==> config.mk <==
export PLATFORM = sky130hd
export DESIGN_NAME = serial_mouse_packet_decoder
export DESIGN_NICKNAME = d
export VERILOG_FILES = /design/src/design/smpd_pkg.sv /design/src/design/serial_mouse_packet_decoder.sv /design/src/design/smpd_front.sv /design/src/design/smpd_queue.sv /design/src/design/smpd_back.sv
export SDC_FILE = /design/constraint.sdc
export NUM_CORES = 1
export LEC_CHECK = 0
export ABC_CLOCK_PERIOD_IN_PS = 13200
export BUFFER_PORTS_ARGS = -buffer_cell sky130_fd_sc_hd__buf_2
export CAP_MARGIN = 5
export CORE_MARGIN = 8
export CORE_UTILIZATION = 40
export DETAILED_ROUTE_END_ITERATION = 8
export GPL_TIMING_DRIVEN = 0
export HOLD_SLACK_MARGIN = 0.03
export PLACE_DENSITY = 0.64
export REMOVE_ABC_BUFFERS = 1
export SLEW_MARGIN = 15
export SYNTH_ARGS = -nofsm -noshare
export SYNTH_HDL_FRONTEND = slang
export SYNTH_SLANG_ARGS = --single-unit
==> constraint.sdc <==
create_clock -name clk -period 13.2 [get_ports clk]
set_clock_uncertainty 0.2 [all_clocks]
set_input_delay 2.64 -clock clk [delete_from_list [all_inputs] [get_ports clk]]
set_output_delay 2.64 -clock clk [all_outputs]
set_load 0.02 [all_outputs]
==> src/design/smpd_pkg.sv <==
// ----------------------------------------------------------------------------
// smpd_pkg
// Shared types and constants for the serial mouse packet decoder.
// ----------------------------------------------------------------------------
package smpd_pkg;

    // header detection
    localparam logic [7:0] HDR_MASK  = 8'hF8;
    localparam logic [7:0] HDR_VALUE = 8'h80;

    // frame sizes and the saturating byte counter limit
    localparam int unsigned FRAME_MAX    = 5;
    localparam logic [2:0]  FILL_SHORT   = 3'd3;
    localparam logic [2:0]  FILL_LONG    = 3'd5;
    localparam logic [2:0]  SINCE_SAT    = 3'd6;
    localparam logic [2:0]  SINCE_LONG   = 3'd5;

    // header button bits (active low)
    localparam int unsigned HB_RIGHT  = 0;
    localparam int unsigned HB_MIDDLE = 1;
    localparam int unsigned HB_LEFT   = 2;

    // event work list positions, in output order
    localparam int unsigned STEP_LEFT   = 0;
    localparam int unsigned STEP_MIDDLE = 1;
    localparam int unsigned STEP_RIGHT  = 2;
    localparam int unsigned STEP_PAIR1  = 3;
    localparam int unsigned STEP_PAIR2  = 4;
    localparam int unsigned NUM_STEPS   = 5;

    // queue between front and back
    localparam int unsigned QUEUE_DEPTH = 2;
    localparam int unsigned QPTR_W      = $clog2(QUEUE_DEPTH);
    localparam int unsigned QCNT_W      = $clog2(QUEUE_DEPTH + 1);

    // configuration port
    localparam int unsigned PADDR_W = 3;
    localparam int unsigned PDATA_W = 32;
    localparam logic REG_SCROLL_EMU = 1'b0;
    localparam logic REG_INVERT     = 1'b1;

    typedef enum logic [1:0] {
        EV_PRESS   = 2'd0,
        EV_RELEASE = 2'd1,
        EV_MOVE    = 2'd2,
        EV_SCROLL  = 2'd3
    } event_kind_t;

    typedef enum logic [1:0] {
        BID_LEFT   = 2'd0,
        BID_MIDDLE = 2'd1,
        BID_RIGHT  = 2'd2,
        BID_NONE   = 2'd3
    } button_id_t;

    // one complete frame, ready for event generation
    typedef struct packed {
        logic [NUM_STEPS-1:0] mask;
        logic [2:0]           now_btn;
        logic                 scroll;
        logic                 invert;
        logic [7:0]           dx1;
        logic [7:0]           dy1;
        logic [7:0]           dx2;
        logic [7:0]           dy2;
    } job_t;

    // front to queue handshake
    typedef struct packed {
        logic push;
        logic full;
    } qctl_t;

    function automatic logic [7:0] neg8(input logic [7:0] v);
        neg8 = 8'(8'd0 - v);
    endfunction

endpackage

==> src/design/serial_mouse_packet_decoder.sv <==
// ----------------------------------------------------------------------------
// serial_mouse_packet_decoder
// Serial mouse byte stream in, button and motion events out.
// ----------------------------------------------------------------------------
// Throughput: one byte per cycle while the two-entry job queue has room; the
//   back end loads a job, then emits its 1 to 5 event beats in order, holding
//   each beat while the output is not ready.
// Path: the first event of a frame passes the queue write, then the job load,
//   then the output register.
// Reset: async active low; frame sync, format, button history and queue clear,
//   scroll_emulation resets to 1, invert_scroll to 0.
module serial_mouse_packet_decoder (
    input  logic                          clk,
    input  logic                          rst_n,
    // input stream
    input  logic                          s_axis_tvalid,
    output logic                          s_axis_tready,
    input  logic [7:0]                    s_axis_tdata,   // [7:0] rx_byte
    // output stream
    output logic                          m_axis_tvalid,
    input  logic                          m_axis_tready,
    output logic [23:0]                   m_axis_tdata,   // [1:0] button_id,
                                                          // [9:2] x_amount,
                                                          // [17:10] y_amount
    output logic [1:0]                    m_axis_tuser,   // [1:0] event_kind
    output logic                          m_axis_tlast,   // last_event
    // configuration
    input  logic                          psel,
    input  logic                          penable,
    input  logic                          pwrite,
    input  logic [smpd_pkg::PADDR_W-1:0]  paddr,
    input  logic [smpd_pkg::PDATA_W-1:0]  pwdata,
    output logic [smpd_pkg::PDATA_W-1:0]  prdata,
    output logic                          pready
);
    import smpd_pkg::*;

    logic       scroll_emu_reg;
    logic       invert_reg;
    logic       cfg_write;

    logic       job_push;
    job_t       front_job;
    job_t       head_job;
    qctl_t      qctl;
    logic       queue_full;
    logic       head_valid;
    logic       pop;
    logic [1:0] event_kind;
    logic [1:0] button_id;
    logic [7:0] x_amount;
    logic [7:0] y_amount;
    logic       last_event;

    // register port
    assign pready    = 1'b1;
    assign cfg_write = psel && penable && pwrite && pready;

    always_ff @(posedge clk or negedge rst_n)
    begin
        if (!rst_n)
        begin
            scroll_emu_reg <= 1'b1;
            invert_reg     <= 1'b0;
        end
        else if (cfg_write)
        begin
            if (paddr[2] == REG_SCROLL_EMU)
            begin
                scroll_emu_reg <= pwdata[0];
            end
            else
            begin
                invert_reg <= pwdata[0];
            end
        end
    end

    assign prdata = (paddr[2] == REG_INVERT) ? PDATA_W'(invert_reg)
                                             : PDATA_W'(scroll_emu_reg);

    // front end
    smpd_front u_front (
        .clk              (clk),
        .rst_n            (rst_n),
        .byte_valid       (s_axis_tvalid),
        .byte_ready       (s_axis_tready),
        .rx_byte          (s_axis_tdata),
        .scroll_emulation (scroll_emu_reg),
        .invert_scroll    (invert_reg),
        .queue_full       (queue_full),
        .job_push         (job_push),
        .job              (front_job)
    );

    // job queue
    assign qctl.push = job_push;
    assign qctl.full = queue_full;

    smpd_queue u_queue (
        .clk        (clk),
        .rst_n      (rst_n),
        .ctl_in     (qctl),
        .full       (queue_full),
        .push_job   (front_job),
        .pop        (pop),
        .head_valid (head_valid),
        .head_job   (head_job)
    );

    // back end
    smpd_back u_back (
        .clk        (clk),
        .rst_n      (rst_n),
        .head_valid (head_valid),
        .head_job   (head_job),
        .pop        (pop),
        .ev_valid   (m_axis_tvalid),
        .ev_ready   (m_axis_tready),
        .event_kind (event_kind),
        .button_id  (button_id),
        .x_amount   (x_amount),
        .y_amount   (y_amount),
        .last_event (last_event)
    );

    // output beat packing
    assign m_axis_tdata = {6'd0, y_amount, x_amount, button_id};
    assign m_axis_tuser = event_kind;
    assign m_axis_tlast = last_event;

    // a job is never offered to a full queue
    a_push_has_room: assert property (@(posedge clk) disable iff (!rst_n)
        job_push |-> !queue_full)
        else $error("job pushed into full queue");

    // button events carry no motion
    a_button_no_motion: assert property (@(posedge clk) disable iff (!rst_n)
        (m_axis_tvalid && (m_axis_tuser == EV_PRESS || m_axis_tuser == EV_RELEASE))
        |-> (x_amount == 8'd0 && y_amount == 8'd0 && button_id != BID_NONE))
        else $error("button event with motion data");

    // motion events are never empty and carry button_id BID_LEFT
    a_motion_nonzero: assert property (@(posedge clk) disable iff (!rst_n)
        (m_axis_tvalid && (m_axis_tuser == EV_MOVE || m_axis_tuser == EV_SCROLL))
        |-> ((x_amount != 8'd0 || y_amount != 8'd0) && button_id == BID_LEFT))
        else $error("empty or tagged motion event");

endmodule

==> src/design/smpd_front.sv <==
// ----------------------------------------------------------------------------
// smpd_front
// Byte intake: header sync, format detection, frame buffering and frame
// classification into a job with its list of events to emit.
// ----------------------------------------------------------------------------
module smpd_front (
    input  logic              clk,
    input  logic              rst_n,
    input  logic              byte_valid,
    output logic              byte_ready,
    input  logic [7:0]        rx_byte,
    input  logic              scroll_emulation,
    input  logic              invert_scroll,
    input  logic              queue_full,
    output logic              job_push,
    output smpd_pkg::job_t    job
);
    import smpd_pkg::*;

    logic [7:0] frame_reg [FRAME_MAX];
    logic [2:0] fill_reg, fill_next;
    logic [2:0] since_reg, since_next;
    logic       five_reg, five_next;
    logic [2:0] last_btn_reg, last_btn_next;

    logic       accept;
    logic       is_hdr;
    logic       take_data;
    logic [2:0] new_fill;
    logic       flush;
    logic [7:0] view [FRAME_MAX];
    logic [2:0] now_btn;
    logic [2:0] diff;

    assign byte_ready = !queue_full;
    assign accept     = byte_valid && byte_ready;

    // classify the byte and form the frame view including this byte
    always_comb
    begin
        is_hdr    = (rx_byte & HDR_MASK) == HDR_VALUE;
        take_data = !is_hdr && (fill_reg != 3'd0) && (fill_reg < FILL_LONG);
        new_fill  = take_data ? 3'(fill_reg + 3'd1) : fill_reg;
        for (int j = 0; j < FRAME_MAX; j++)
        begin
            view[j] = (take_data && (fill_reg == 3'(j))) ? rx_byte : frame_reg[j];
        end
        flush = (is_hdr || take_data) &&
                (((new_fill == FILL_SHORT) && !five_reg) || (new_fill == FILL_LONG));
        now_btn = view[0][2:0];
        diff    = now_btn ^ last_btn_reg;

        job.now_btn = now_btn;
        job.scroll  = scroll_emulation && !view[0][HB_MIDDLE];
        job.invert  = invert_scroll;
        job.dx1     = view[1];
        job.dy1     = view[2];
        job.dx2     = view[3];
        job.dy2     = view[4];
        job.mask[STEP_LEFT]   = diff[HB_LEFT];
        job.mask[STEP_MIDDLE] = diff[HB_MIDDLE];
        job.mask[STEP_RIGHT]  = diff[HB_RIGHT];
        job.mask[STEP_PAIR1]  = (view[1] != 8'd0) || (view[2] != 8'd0);
        job.mask[STEP_PAIR2]  = (new_fill == FILL_LONG) &&
                                ((view[3] != 8'd0) || (view[4] != 8'd0));
        job_push = accept && flush && (job.mask != '0);
    end

    // next values of the sync state
    always_comb
    begin
        since_next    = since_reg;
        fill_next     = fill_reg;
        five_next     = five_reg;
        last_btn_next = last_btn_reg;
        if (accept)
        begin
            since_next = (since_reg < SINCE_SAT) ? 3'(since_reg + 3'd1) : since_reg;
            if (flush)
            begin
                last_btn_next = now_btn;
                fill_next     = 3'd0;
            end
            if (is_hdr)
            begin
                fill_next  = 3'd1;
                five_next  = (since_next == SINCE_LONG);
                since_next = 3'd0;
            end
            else if (take_data && !flush)
            begin
                fill_next = new_fill;
            end
        end
    end

    always_ff @(posedge clk or negedge rst_n)
    begin
        if (!rst_n)
        begin
            since_reg    <= 3'd0;
            fill_reg     <= 3'd0;
            five_reg     <= 1'b0;
            last_btn_reg <= 3'd0;
        end
        else
        begin
            since_reg    <= since_next;
            fill_reg     <= fill_next;
            five_reg     <= five_next;
            last_btn_reg <= last_btn_next;
        end
    end

    // frame byte buffer
    always_ff @(posedge clk)
    begin
        if (accept && is_hdr)
        begin
            frame_reg[0] <= rx_byte;
        end
        else if (accept && take_data)
        begin
            frame_reg[fill_reg] <= rx_byte;
        end
    end

endmodule

==> src/design/smpd_queue.sv <==
// ----------------------------------------------------------------------------
// smpd_queue
// Small register queue of frame jobs between the front and the back.
// ----------------------------------------------------------------------------
module smpd_queue (
    input  logic              clk,
    input  logic              rst_n,
    input  smpd_pkg::qctl_t   ctl_in,
    output logic              full,
    input  smpd_pkg::job_t    push_job,
    input  logic              pop,
    output logic              head_valid,
    output smpd_pkg::job_t    head_job
);
    import smpd_pkg::*;

    job_t              slot_reg [QUEUE_DEPTH];
    logic [QPTR_W-1:0] wr_ptr_reg, wr_ptr_next;
    logic [QPTR_W-1:0] rd_ptr_reg, rd_ptr_next;
    logic [QCNT_W-1:0] count_reg, count_next;
    logic              do_push;
    logic              do_pop;

    assign full       = count_reg == QCNT_W'(QUEUE_DEPTH);
    assign head_valid = count_reg != '0;
    assign head_job   = slot_reg[rd_ptr_reg];

    // pointer and count update
    always_comb
    begin
        do_push     = ctl_in.push && !ctl_in.full;
        do_pop      = pop && head_valid;
        wr_ptr_next = do_push ? QPTR_W'(wr_ptr_reg + 1'b1) : wr_ptr_reg;
        rd_ptr_next = do_pop ? QPTR_W'(rd_ptr_reg + 1'b1) : rd_ptr_reg;
        count_next  = count_reg;
        if (do_push && !do_pop)
        begin
            count_next = QCNT_W'(count_reg + 1'b1);
        end
        else if (do_pop && !do_push)
        begin
            count_next = QCNT_W'(count_reg - 1'b1);
        end
    end

    always_ff @(posedge clk or negedge rst_n)
    begin
        if (!rst_n)
        begin
            wr_ptr_reg <= '0;
            rd_ptr_reg <= '0;
            count_reg  <= '0;
        end
        else
        begin
            wr_ptr_reg <= wr_ptr_next;
            rd_ptr_reg <= rd_ptr_next;
            count_reg  <= count_next;
        end
    end

    // job storage
    always_ff @(posedge clk)
    begin
        if (do_push)
        begin
            slot_reg[wr_ptr_reg] <= push_job;
        end
    end

endmodule

==> src/design/smpd_back.sv <==
// ----------------------------------------------------------------------------
// smpd_back
// Event sequencer: walks the pending event list of one job, one event per
// cycle while the output register is free or being read, into an output register.
// ----------------------------------------------------------------------------
module smpd_back (
    input  logic              clk,
    input  logic              rst_n,
    input  logic              head_valid,
    input  smpd_pkg::job_t    head_job,
    output logic              pop,
    output logic              ev_valid,
    input  logic              ev_ready,
    output logic [1:0]        event_kind,
    output logic [1:0]        button_id,
    output logic [7:0]        x_amount,
    output logic [7:0]        y_amount,
    output logic              last_event
);
    import smpd_pkg::*;

    job_t                 cur_reg;
    logic [NUM_STEPS-1:0] mask_reg, mask_next;
    logic                 out_valid_reg;
    event_kind_t          kind_reg;
    button_id_t           bid_reg;
    logic [7:0]           x_reg;
    logic [7:0]           y_reg;
    logic                 last_reg;

    logic [NUM_STEPS-1:0] sel;
    logic                 emit;
    event_kind_t          kind_c;
    button_id_t           bid_c;
    logic [7:0]           x_c;
    logic [7:0]           y_c;
    logic [7:0]           dx;
    logic [7:0]           dy;

    // pick the lowest pending event
    always_comb
    begin
        sel = '0;
        priority if (mask_reg[STEP_LEFT])
            sel[STEP_LEFT] = 1'b1;
        else if (mask_reg[STEP_MIDDLE])
            sel[STEP_MIDDLE] = 1'b1;
        else if (mask_reg[STEP_RIGHT])
            sel[STEP_RIGHT] = 1'b1;
        else if (mask_reg[STEP_PAIR1])
            sel[STEP_PAIR1] = 1'b1;
        else if (mask_reg[STEP_PAIR2])
            sel[STEP_PAIR2] = 1'b1;
    end

    // build the selected event
    always_comb
    begin
        dx = sel[STEP_PAIR2] ? cur_reg.dx2 : cur_reg.dx1;
        dy = sel[STEP_PAIR2] ? cur_reg.dy2 : cur_reg.dy1;
        kind_c = EV_MOVE;
        bid_c  = BID_LEFT;
        x_c    = 8'd0;
        y_c    = 8'd0;
        if (sel[STEP_LEFT])
        begin
            kind_c = cur_reg.now_btn[HB_LEFT] ? EV_RELEASE : EV_PRESS;
        end
        else if (sel[STEP_MIDDLE])
        begin
            kind_c = cur_reg.now_btn[HB_MIDDLE] ? EV_RELEASE : EV_PRESS;
            bid_c  = BID_MIDDLE;
        end
        else if (sel[STEP_RIGHT])
        begin
            kind_c = cur_reg.now_btn[HB_RIGHT] ? EV_RELEASE : EV_PRESS;
            bid_c  = BID_RIGHT;
        end
        else if (!cur_reg.scroll)
        begin
            kind_c = EV_MOVE;
            x_c    = dx;
            y_c    = neg8(dy);
        end
        else
        begin
            kind_c = EV_SCROLL;
            x_c    = cur_reg.invert ? neg8(dx) : dx;
            y_c    = cur_reg.invert ? neg8(dy) : dy;
        end
    end

    // sequencing control
    always_comb
    begin
        pop       = (mask_reg == '0) && head_valid;
        emit      = (mask_reg != '0) && (!out_valid_reg || ev_ready);
        mask_next = mask_reg;
        if (pop)
        begin
            mask_next = head_job.mask;
        end
        else if (emit)
        begin
            mask_next = mask_reg & ~sel;
        end
    end

    always_ff @(posedge clk or negedge rst_n)
    begin
        if (!rst_n)
        begin
            mask_reg      <= '0;
            out_valid_reg <= 1'b0;
        end
        else
        begin
            mask_reg <= mask_next;
            if (emit)
            begin
                out_valid_reg <= 1'b1;
            end
            else if (ev_ready)
            begin
                out_valid_reg <= 1'b0;
            end
        end
    end

    // job and output payload
    always_ff @(posedge clk)
    begin
        if (pop)
        begin
            cur_reg <= head_job;
        end
        if (emit)
        begin
            kind_reg <= kind_c;
            bid_reg  <= bid_c;
            x_reg    <= x_c;
            y_reg    <= y_c;
            last_reg <= (mask_reg & ~sel) == '0;
        end
    end

    assign ev_valid   = out_valid_reg;
    assign event_kind = kind_reg;
    assign button_id  = bid_reg;
    assign x_amount   = x_reg;
    assign y_amount   = y_reg;
    assign last_event = last_reg;

endmodule
=== Yosys cells after proc, flatten, opt, wreduce, memory -nomap -nowiden ===
Memory sizes are Yosys's and may differ from the RTL's.
Index checks and enable logic that the tools add are counted.

* Memories: 2
* Register bits: 80
* RAM bits: 124

{| class="wikitable"
|+ Memories
! name !! depth !! bits a word !! read ports !! clocked after Yosys merged registers in !! wr ports !! line !! source
|-
| u_queue.slot_reg || 2 || 42 || 1 || 0 || 1 || smpd_queue.sv:17 || <nowiki>job_t slot_reg [QUEUE_DEPTH];</nowiki>
|-
| u_front.frame_reg || 5 || 8 || 5 || 0 || 1 || smpd_front.sv:20 || <nowiki>logic [7:0] frame_reg [FRAME_MAX];</nowiki>
|}

* Reductions and logical operators: 61
* Muxes and demuxes: 52
* $add $sub $neg: 8
* Bitwise logic cells: 4
* Magnitude comparators: 2
* Equality and inequality tests: 9

{| class="wikitable"
|+ Operator list
! cell !! count
|-
| 8-bit 2-to-1 mux || 11
|-
| 8-bit nonzero test || 4
|-
| 3-bit 2-to-1 mux || 9
|-
| 1-bit logical AND || 25
|-
| 1-bit 2-to-1 mux || 22
|-
| 1-bit by 8-bit subtractor with 8-bit output (first input constant) || 2
|-
| 2-bit 2-to-1 mux || 7
|-
| 5-bit zero test || 2
|-
| 5-bit 2-to-1 mux || 2
|-
| 2-bit AND reduction || 5
|-
| 5-bit nonzero test || 2
|-
| 3-bit by 2-bit == test with 1-bit output (second input constant) || 3
|-
| 3-bit == test (second input constant) || 3
|-
| 1-bit zero test || 8
|-
| 2-bit nonzero test || 4
|-
| 8-bit OR reduction || 1
|-
| 3-bit by 1-bit adder with 3-bit output (second input constant) || 2
|-
| 3-bit less-than comparator (second input constant) || 2
|-
| 3-bit nonzero test || 2
|-
| 5-bit bitwise AND || 1
|-
| 5-bit == test (second input constant) || 1
|-
| 1-bit logical OR || 5
|-
| 5-bit NOT || 1
|-
| 4-bit 2-to-1 mux || 1
|-
| 10 further kinds || 11
|}

=== Longest topological paths before layout ===
* Depth after elaboration: 16
* Mapped depth: 13
* Gate-level depth less buffers: 12

=== Cells and area by module ===
From an unflattened synthesis, not the netlist that was laid out.

* Cell total of the unflattened synthesis: 615
* Area total of the unflattened synthesis: 9153.8 µm²

{| class="wikitable"
|+ By module, submodules not included
! module !! cells each !! times used !! area an instance (µm²)
|-
| smpd_queue || 149 || 1 || 3429.5
|-
| smpd_back || 207 || 1 || 2839.0
|-
| smpd_front || 212 || 1 || 2492.4
|-
| serial_mouse_packet_decoder || 47 || 1 || 392.9
|}

=== Worst setup path before layout ===
OpenSTA, ideal clock, no wires.

* Path type: input-to-reg
* Start: in s_axis_tdata[4]
* End: mem u_queue.slot_reg[0][0] (netlist name) (enable)
* Data required time: 12558 ps
* Buffers on the path: 1
* Arrival time: 6014 ps
* Setup time: 442 ps
* Stages: 7
* Slack: 6544 ps
* Path through: or4_1 > buf_2 > o221ai_4 > mux2_4 > a31oi_4 > o31ai_4 > nor2_1

{| class="wikitable"
|+ RTL lines
! element !! line !! source
|-
| start: declaration || serial_mouse_packet_decoder.sv:18 || <nowiki>input logic [7:0] s_axis_tdata,</nowiki>
|-
| end: declaration || smpd_queue.sv:17 ||
|}

=== Worst setup path in the final report ===
* Start: in paddr[2] (netlist name)
* End: out prdata[0] (netlist name)

* Cells in the longest elaborated chain, start to end: 1

{| class="wikitable"
|+ RTL lines
! element !! line !! source
|-
| start: declaration || serial_mouse_packet_decoder.sv:31 || <nowiki>input logic [smpd_pkg::PADDR_W-1:0] paddr,</nowiki>
|-
| 1-bit 2-to-1 mux || serial_mouse_packet_decoder.sv:79 || <nowiki>assign prdata = (paddr[2] == REG_INVERT) ? PDATA_W'(invert_reg)</nowiki>
|-
| end: declaration || serial_mouse_packet_decoder.sv:33 || <nowiki>output logic [smpd_pkg::PDATA_W-1:0] prdata,</nowiki>
|}

Every way passes these cells.

==> metrics.md <==
| Metric | Value |
|---|---|
| Worst-case vdd ir drop | `0.0000770 V` |
| Critical path buffers and inverters | `2` |
| CTS tree | `done` |
| Register area share after synthesis | `0.664` |
| Initial cell density of the core | `0.406` |
| Row cnt | `54` |
| Total gr overflow | `0` |
| Setup tns final | `0 ns` |
| Arrival @ worst endpoint | `about 3.2 ns` |
| Net Sw Frac | `0.328` |
| Minimum clock period | `6.06 ns` |
| # DRC | `0` |
| Via density | `5.03` |
| Largest net degree at the start of global routing | `39` |
| Asr flop ratio synth | `0.111` |
| Layout cells sized above 1 | `0.242` |
| Die area | `between 20000 and 30000 um2` |
| Top Ports | `between 100 and 150` |
| Unrepaired setup endpoints after global routing | `false` |
| Synth top area share | `0.602` |
| Ys flop type | `edfxtp_1` |
| Worst-skew pair later-pin latency | `roughly 0.42 ns` |
| Clock share of power | `0.223` |
| Family with the most delay on the worst path | `multiplexers` |
| CP Max Fanout | `3` |
| Detailed Place HPWL | `approximately 11 mm` |
| Commonest cells in the netlist | `edfxtp_1 (177), mux2_2 (69), nor2_1 (45)` |
| Die Wd | `around 160 um` |
| DRT iter0 DRCs | `around 250` |
| Critical Path Most Common Cell | `buf_2` |
| Deepest clock path buffer count | `2` |
| Main area contributors after synthesis | `edfxtp_1 (60%), mux2_2 (8.8%), dfrtp_1 (6.0%), buf_4 (3.4%), mux2i_1 (2.6%)` |
| Drt first pass iters | `7` |
| Num CTS Buffers | `17` |
| IO buf count | `40` |
| First-pass GRT wire length | `approximately 25 mm` |
| CORE AREA | `21800 um2` |
| Crit path kind | `input port to output pin` |
| Antenna violations before repair | `0` |
| Reg clk slew, reported paths | `0.06 ns` |
| Final Max Slew Viols | `0` |
| Internal | `about 1.4 mW` |
| Number of global-route vias before repair | `4688` |
| Status | `completed` |
| Static leakage | `3.52 nW` |
| Seq pwr share | `0.475` |
| Max-Cap Viols | `0` |
| Setup crit start kind | `input port` |
| Area delta synth->final | `10.6%` |
| Number of synthesized flops with an enable pin | `177` |
| Post CTS Setup Buffer Count | `0` |
| Worst Setup End Kind | `output pin` |
| Antenna cell count | `0` |
| Finish-stage setup viols | `0` |
| Cell Pwr Density | `between 200 and 250 nW/um2` |
| Synth area leader | `edfxtp_1` |
| Synthesized instance count | `~600` |
| RePlAce Congestion | `between 0.8 and 0.9` |
| Filler cell count | `between 1500 and 2000` |
| Post-route clock period utilization | `0.459` |
| PnR worst setup slack | `roughly 7.1 ns` |
| CP required | `slightly above 10 ns` |
| Worst slew margin | `0.301` |
| Comb power frac | `0.302` |
| Final hold vios | `0` |
| P_sw | `0.687 mW` |
| Yosys reg bits | `between 150 and 200` |
| Tot GR Track Use | `0.117` |
| Routed via count | `4719` |
| Netlist cell types | `between 50 and 60` |
| Syn Std Cell Area | `roughly 8800 um2` |
| Crit-path cells | `buf_2 -> mux2_2 -> buf_2` |
| Count leader, synth | `edfxtp_1` |
| DR WL/cell | `between 15 and 20 um` |
| CTS root buf | `clkbuf_16` |
| Max stage delay on crit path | `~0.32 ns` |
| H-tree depth | `4` |
| Highest clock rate | `0.165 GHz` |
| Clk sinks | `199` |
| Final Net Count | `706` |
| Die Y | `~160 um` |
| Critical path's slowest cell | `mux2_2` |
| Tightest Pin Transition | `between 1 and 1.5 ns` |
| Hold Buf Count CTS | `0` |
| YS warnings | `0` |
| Post-Syn Area per Cell | `14.6 um2` |
| PostCTS Resize Cnt | `0` |
| DP Worst Slack | `roughly 7.1 ns` |
| Antenna-violating nets left | `0` |
| Hold crit path type | `flip-flop to flip-flop` |
| Final wirelength | `15.6 mm` |
| Max reg flops | `84` |
## cell families after synthesis
family / count (synthesis) / share of synthesized area
AO/OA/AOI/OAI: 80 / 0.0632
XOR/XNOR: 18 / 0.0179
adder cells (fa/ha/maj): 11 / 0.0153
buffers and inverters: 71 / 0.0479
flip-flops: 199 / 0.664
multiplexers: 93 / 0.116
other: 2 / 0.000850
AND/OR/NAND/NOR: 132 / 0.0748
## per-stage QoR
step | hold WS, ns | cell area (um2) | instances | utilization | power (mW)
6_report | 0.300 | 9770 | 938 | 0.449 | 2.09
5_1_grt | 0.314 | 9770 | 938 | 0.449 | 2.22
4_1_cts | 0.297 | 9770 | 938 | 0.449 | 2.11
3_5_place_dp | 0.285 | 9230 | 907 | 0.424 | 1.64
3_3_place_gp | 0.273 | 9140 | 903 | 0.420 | 1.61
2_1_floorplan | 0.253 | 8590 | 583 | - | 1.45
## final timing paths
kind,from,to,slack [ns],depth (start not counted)
max reg2reg,u_front.fill_reg[0],u_queue.slot_reg[1][1],9.05,10
max,paddr[2],prdata[0],7.14,3
min,u_queue.count_reg[1],u_queue.count_reg[1],0.30,1
min in group asynchronous,rst_n,u_front.fill_reg[0],2.00,1
max in group asynchronous,rst_n,u_queue.rd_ptr_reg,10.41,1
min reg2reg,u_queue.count_reg[1],u_queue.count_reg[1],0.30,1
## worst register-to-register path: stages (launching register included)
cell and delay, ns:
dfrtp_1 0.54, inv_1 0.17, ha_1 0.29, nor3b_2 0.43, a21boi_2 0.29, mux2_2 0.35
or4b_4 0.55, o31ai_4 0.38, inv_2 0.09, and2_2 0.36, buf_12 0.24
## area by class of cell
class	instances	area (um2)	share of cell area
sequential	199	5870	0.601
multi-input combinational	372	2690	0.275
clock buffer	18	429	0.0439
tap	280	350	0.0359
timing repair buffer	44	279	0.0286
clock inverter	13	106	0.0109
inverter	12	45.0	0.00461
## layout by cell type, fill, tap and decap left out, types with 6 or more instances in the layout
| cell type | instances |
|---|---|
| a21oi_1 | 14 |
| buf_2 | 40 |
| clkbuf_16 | 17 |
| conb_1 | 38 |
| dfrtp_1 | 20 |
| edfxtp_1 | 177 |
| ha_1 | 10 |
| inv_1 | 9 |
| mux2_2 | 69 |
| mux2i_1 | 23 |
| nand2_1 | 31 |
| nor2_1 | 44 |
| nor3_1 | 11 |
| nor4_1 | 6 |
| o21ai_0 | 26 |
| xor2_1 | 13 |
## power by group through the flow
stage	sequential (mW)	clock, mW	combinational (mW)
floorplan	1.04	0	0.406
CTS	0.995	0.478	0.641
detailed placement	1.01	0	0.636
finish	0.994	0.468	0.632
global placement	1.02	0	0.586
global route	1.01	0.499	0.704
## metal layers
metal	routed length, um	track usage	vias to the layer above
li1	-	-	2275
met1	6760	0.138	2281
met2	7440	0.196	141
met3	1070	0.0302	22
met4	304	0.0553	0
met5	0	0	-
No activity file was read; power rests on OpenSTA's default activity.
